==> config.mk <==
export PLATFORM = sky130hd
export DESIGN_NAME = mps_mul
export DESIGN_NICKNAME = d
export VERILOG_FILES = /design/src/hw/rtl/mps_pkg.sv /design/src/hw/rtl/mps_mul.sv
export SDC_FILE = /design/constraint.sdc
export NUM_CORES = 2
export LEC_CHECK = 0
export BUFFER_PORTS_ARGS = -buffer_cell sky130_fd_sc_hd__buf_2
export CORE_UTILIZATION = 45
export DETAILED_ROUTE_END_ITERATION = 8
export GPL_TIMING_DRIVEN = 1
export SKIP_CTS_REPAIR_TIMING = 1
export SLEW_MARGIN = 20
export SYNTH_ARGS = -nofsm -noshare
export SYNTH_HDL_FRONTEND = slang
export SYNTH_SLANG_ARGS = --single-unit
==> constraint.sdc <==
create_clock -name clk -period 12.75 [get_ports clk]
set_clock_uncertainty 0.1 [all_clocks]
set_input_delay 3.825 -clock clk [delete_from_list [all_inputs] [get_ports clk]]
set_output_delay 3.825 -clock clk [all_outputs]
set_load 0.05 [all_outputs]
==> src/hw/rtl/mps_pkg.sv <==
// Package for the motor plant simulator: codes, widths and fixed-point helpers.
`default_nettype none
package mps_pkg;

	localparam int MUL_W  = 34;
	localparam int PROD_W = 68;
	localparam int SUM_W  = 70;
	localparam int REPORT_MAX = 16;

	typedef enum logic [1:0] {
		MODE_IDLE = 2'd0,
		MODE_POS  = 2'd1,
		MODE_VEL  = 2'd2,
		MODE_TRQ  = 2'd3
	} mode_t;

	localparam logic [2:0] ACT_POS  = 3'd0;
	localparam logic [2:0] ACT_VEL  = 3'd1;
	localparam logic [2:0] ACT_TRQ  = 3'd2;
	localparam logic [2:0] ACT_IDLE = 3'd3;
	localparam logic [2:0] ACT_TICK = 3'd4;
	localparam logic [2:0] ACT_READ = 3'd5;

	localparam logic [2:0] CFG_TICK_PERIOD = 3'd0;
	localparam logic [2:0] CFG_LAG_ALPHA   = 3'd1;
	localparam logic [2:0] CFG_INV_PERIOD  = 3'd2;
	localparam logic [2:0] CFG_TORQUE_STEP = 3'd3;
	localparam logic [2:0] CFG_DIST_AMP    = 3'd4;
	localparam logic [2:0] CFG_PHASE_STEP  = 3'd5;

	// Sine sequencer steps
	localparam logic [2:0] SK_Z2   = 3'd0;
	localparam logic [2:0] SK_P1   = 3'd1;
	localparam logic [2:0] SK_P4   = 3'd4;
	localparam logic [2:0] SK_ZP   = 3'd5;
	localparam logic [2:0] SK_AMP  = 3'd6;

	localparam logic [30:0] POLY_SEED = 31'd172271;
	localparam logic [16:0] ALPHA_ONE = 17'd65536;

	// Odd polynomial coefficients, one per Horner step.
	function automatic logic [30:0] poly_coef(input logic [2:0] k);
		logic [30:0] c;
		case (k)
			3'd1: c = 31'd5026995;
			3'd2: c = 31'd85569306;
			3'd3: c = 31'd693598668;
			3'd4: c = 31'd1686629713;
			default: c = 31'd0;
		endcase
		return c;
	endfunction

	function automatic logic signed [31:0] sat32(input logic signed [SUM_W-1:0] v);
		logic signed [31:0] r;
		if (v > 70'sd2147483647) begin
			r = 32'sh7fffffff;
		end else if (v < -70'sd2147483648) begin
			r = 32'sh80000000;
		end else begin
			r = v[31:0];
		end
		return r;
	endfunction

endpackage
`default_nettype wire

==> src/hw/rtl/mps_mul.sv <==
// Shared signed multiplier with a registered product.
`default_nettype none
module mps_mul (
	input  wire logic                                clk,
	input  wire logic                                en,
	input  wire logic signed [mps_pkg::MUL_W-1:0]    a,
	input  wire logic signed [mps_pkg::MUL_W-1:0]    b,
	output logic signed      [mps_pkg::PROD_W-1:0]   prod_q
);

	always_ff @(posedge clk) begin
		if (en) begin
			prod_q <= mps_pkg::PROD_W'(a) * mps_pkg::PROD_W'(b);
		end
	end

endmodule
`default_nettype wire

# Word level (Yosys, flattened, before mapping)
# Index checks and enable logic that the tools add are counted.
# op_classes
multipliers	1
# op_table
op	count
multiplier 34 x 34 -> 68 bit	1
# totals
word_cells	2
out_inout_bits	68
ff_bits	68
inputBits	70

# Longest topological paths before layout
# depth
ltp_word	1
depth_mapped	31
depth_no_buf	29

# Worst setup path after synthesis
# Ideal clock, no wire load.
# synth_path
path_kind	input -> register
startpoint	input a[33] (netlist bit)
endpoint	register prod_q[65] (netlist bit) (data pin)
path_buffers	2
stages	24
slack_ns	1.200
setup_ns	0.263
t_required_ns	12.387
arrival_time_ns	11.187
path_cell_list	clkbuf_1 > nand2_1 > inv_1 > fa_1 > fa_1 > fa_1 > fa_1 > inv_1 > fa_1 > fa_1 > fa_1 > fa_1 > inv_1 > ha_1 > clkdlybuf4s50_2 > nand3_1 > or2_2 > nor2_1 > a221oi_1 > o21ai_0 > a31oi_2 > nor2_2 > o41ai_2 > xnor2_1
# synth_via
elab_chain_cells	1
# synth_rtl
element	line	source
start: declaration	mps_mul.sv:6	input wire logic signed [mps_pkg::MUL_W-1:0] a,
multiplier 34 x 34 -> 68 bit	mps_mul.sv:13	prod_q <= mps_pkg::PROD_W'(a) * mps_pkg::PROD_W'(b);
end signal: assignment	mps_mul.sv:13	
end: declaration	mps_mul.sv:8	output logic signed [mps_pkg::PROD_W-1:0] prod_q
# No other way between the ends.
# A chain may end at the register's enable or synchronous reset.

# Worst setup path in the final report
# layout_path
startpoint	input b[11] (netlist bit)
endpoint	register prod_q[67] (netlist bit) (data pin)
# layout_via
elab_chain_cells	1
# layout_rtl
element	line	source
start: declaration	mps_mul.sv:7	input wire logic signed [mps_pkg::MUL_W-1:0] b,
multiplier 34 x 34 -> 68 bit	mps_mul.sv:13	
# No other way between the ends.

==> results.rst <==
.. list-table::
   :header-rows: 1

   * - Metric
     - Value
   * - Outcome
     - complete, no violations
   * - Post-route fraction of the period consumed by the critical path
     - 92.1%
   * - Proportion of synthesized chip area in sequential cells
     - 4.67%
   * - ANT nets after route
     - 0
   * - Adder-cell share of the synthesized area
     - 62.7%
   * - Multiplexer area fraction after synthesis
     - 0%
   * - Crit-path max FO
     - 34
   * - Worst Slack Setup Final
     - 1010 ps
   * - Buffer cell driving the clock tree root
     - clkbuf_16
   * - Growth of design area from synthesis to finish
     - 4.65%
   * - Fmax
     - around 85 MHz
   * - Fin Setup TNS
     - 0 ps
   * - Number of ports placed on the die boundary
     - 138
   * - Vias in the first global route
     - between 30000 and 40000
   * - Number of antenna violations at the first check in global routing
     - 12
   * - Arrival time reported for the critical path endpoint
     - 11760 ps
   * - Routed wire length
     - 119 mm
   * - RSZ-0062 raised after global routing
     - no
   * - Height of the chip
     - 314 um
   * - Cell mode on critical path
     - fa_1
   * - Tmin final
     - between 10000 and 15000 ps
   * - Starting density of the core
     - between 40% and 50%
   * - CTS tree
     - built
   * - Hold path start
     - en
   * - Highest-count cells in the layout ignoring fill and taps
     - fa_1, inv_1, and2_1, nand2_1, ha_1
   * - Hold path depth
     - 1
   * - Synth Area in XOR/XNOR
     - 1.58%
   * - Net count reported at finish
     - 6035
   * - Leading registers by flop count
     - prod_q: 68 flops
   * - Cell class contributing the biggest share of worst-path delay
     - adder cells
   * - Crit Path Category
     - in -> reg
   * - Placed standard-cell area
     - 45400 um2
   * - Area enclosed by the die boundary
     - slightly below 100000 um2
   * - Worst Tran Pin Value
     - 1060 ps
   * - Number of rows created at floorplan
     - approximately 110
   * - Number of clock buffers inserted by TritonCTS
     - 9
   * - Placement Setup Slack
     - 678 ps
   * - Detailed Routing Iterations Pass 1
     - 5
   * - Rel. slew slack
     - 29.4%
   * - Setup-violating endpoint count in the final report
     - 0
   * - Delay of the slowest critical-path stage
     - 750 ps
   * - Critical path buffers and inverters
     - 5
   * - IO buf count
     - 137
   * - Unique cell type count in the Yosys netlist
     - 69
   * - Number of hold violations in the final report
     - 0
   * - Clock edge transition at the registers on the reported setup and hold paths
     - 60 ps
   * - Netlist area before placement
     - 43700 um2
   * - Syn nets
     - 6069
   * - Post-route DRC
     - 0
   * - Maximum level of the CTS H-tree
     - 3
   * - Vias per Instance
     - 5.13
   * - Average footprint of a synthesized cell
     - 9.60 um2
   * - Post-synthesis instance total
     - 4554
   * - Final Wtd Congestion
     - 0.881
   * - Total track usage
     - between 20% and 30%
   * - Finished layout cell area
     - 45700 um2
   * - Wire length per cell after detailed routing
     - 20.5 um
   * - Max-slew violation count
     - 0
   * - Number of enable flip-flop cells after synthesis
     - just under 70
   * - DR iter-0 viols
     - 1575
   * - Path category of the worst min-delay check
     - in -> reg
   * - Area fraction in compound gates after synthesis
     - under 10%
   * - Top flip-flop cell by instance count after synthesis
     - edfxtp_1
   * - Detailed placement HPWL
     - roughly 98 mm
   * - Synth warn
     - 0
   * - Required time of the worst setup path
     - 12770 ps
   * - Leading cell type in the layout, fill and taps excluded
     - fa_1
   * - Area of the core region
     - roughly 96000 um2
   * - Endpoint of the worst hold-timing path
     - prod_q[58]$_DFFE_PP_
   * - Buffer depth of the longest clock path
     - 2
   * - Global-route wire length before repair
     - 188 mm
   * - Via Count
     - 29800
   * - Largest register FFs
     - 68
   * - Largest reg by FF count
     - prod_q
   * - Die Wd
     - between 300 and 400 um
   * - Count of max-cap constraint violations
     - 0
   * - Simple-gate portion of the synthesized area
     - between 10% and 20%
   * - Aggregate global routing overflow
     - 0
   * - Startpoint Class
     - input port
   * - Flip-flop and latch count after synthesis
     - 68
   * - Type of element capturing the critical path
     - flop
   * - Clk sinks
     - 68
   * - Main combinational cell family by area after synthesis
     - adder cells
   * - Share of cells above drive strength 1
     - 5.06%
   * - Cell type of the slowest stage on the worst timing path
     - buf_2
   * - Largest net degree at the start of global routing
     - 59
   * - Final Hold Slack
     - 3690 ps
   * - Fraction of registers with async set or reset after synthesis
     - 0%
[routing by layer]
metal | track usage [%] | part of all wire (%) | up-vias
li1 | - | - | 12800
met1 | 30.9 | 38 | 15900
met2 | 46.2 | 54 | 838
met3 | 2.32 | 4.0 | 218
met4 | 9.63 | 4.1 | 6
met5 | 0 | 0.028 | -
[through the flow]
stage / cells / utilization [%]
6_report: 5798 / 47.9
4_1_cts: 5790 / 47.8
5_1_grt: 5792 / 47.8
3_5_place_dp: 5774 / 47.5
3_3_place_gp: 5774 / 47.5
2_1_floorplan: 4554 / -
[Yosys cell counts (3+ instances only)]
cell | instances | area (um2)
fa_1 | 1241 | 24800
inv_1 | 1231 | 4620
and2_1 | 621 | 3880
nand2_1 | 542 | 2030
clkbuf_1 | 214 | 803
ha_1 | 204 | 2550
edfxtp_1 | 68 | 2040
a21oi_1 | 61 | 305
xnor2_1 | 56 | 490
nor2_1 | 54 | 203
a21o_1 | 37 | 278
o21ai_0 | 31 | 155
xor2_1 | 23 | 201
nand2b_1 | 20 | 125
o21bai_1 | 12 | 90.1
nand3_1 | 11 | 55.1
nand4_1 | 11 | 68.8
nor2b_1 | 9 | 56.3
a31oi_1 | 7 | 43.8
o21ai_1 | 7 | 35.0
a211oi_1 | 6 | 45.0
and3_1 | 5 | 31.3
nor3_1 | 5 | 25.0
buf_4 | 4 | 30.0
o21a_1 | 4 | 30.0
or2_2 | 4 | 25.0
a221oi_1 | 3 | 26.3
and3_2 | 3 | 22.5
o211ai_1 | 3 | 22.5
o41ai_1 | 3 | 26.3
o41ai_2 | 3 | 48.8
[cells by family (layout without fill, tap and decap cells)]
family / Yosys count / after routing
simple gates: 1296 / 1296
other cells: 0 / 8
fa+ha+maj: 1445 / 1445
buf+inv: 1460 / 1431
xor+xnor: 79 / 79
flops: 68 / 68
compound gates: 206 / 206
[how the worst max path moves through the flow]
stage | start | end | slack, ps | depth (start not counted)
after detailed placement | b[10] | prod_q[65]$_DFFE_PP_ | 680 | 24
final | b[11] | prod_q[67]$_DFFE_PP_ | 1010 | 25
after global placement | b[10] | prod_q[67]$_DFFE_PP_ | 800 | 24
after CTS | b[10] | prod_q[65]$_DFFE_PP_ | 1080 | 24
after global routing | b[7] | prod_q[67]$_DFFE_PP_ | 550 | 26
after floorplan | a[33] | prod_q[65]$_DFFE_PP_ | 1200 | 24
[cell type report]
type	instances	area (um2)
diodes	8	20.0
clock buffers	9	225
clock inverters	7	72.6
fillers	9230	49800
inverters	1232	4620
multi-input cells	3026	36100
flip-flops and latches	68	2040
well taps	1265	1580
repair buffers	183	1030
Power is not shown: default switching activity piles up to over one toggle a cycle in this logic, so the estimate is an artifact.
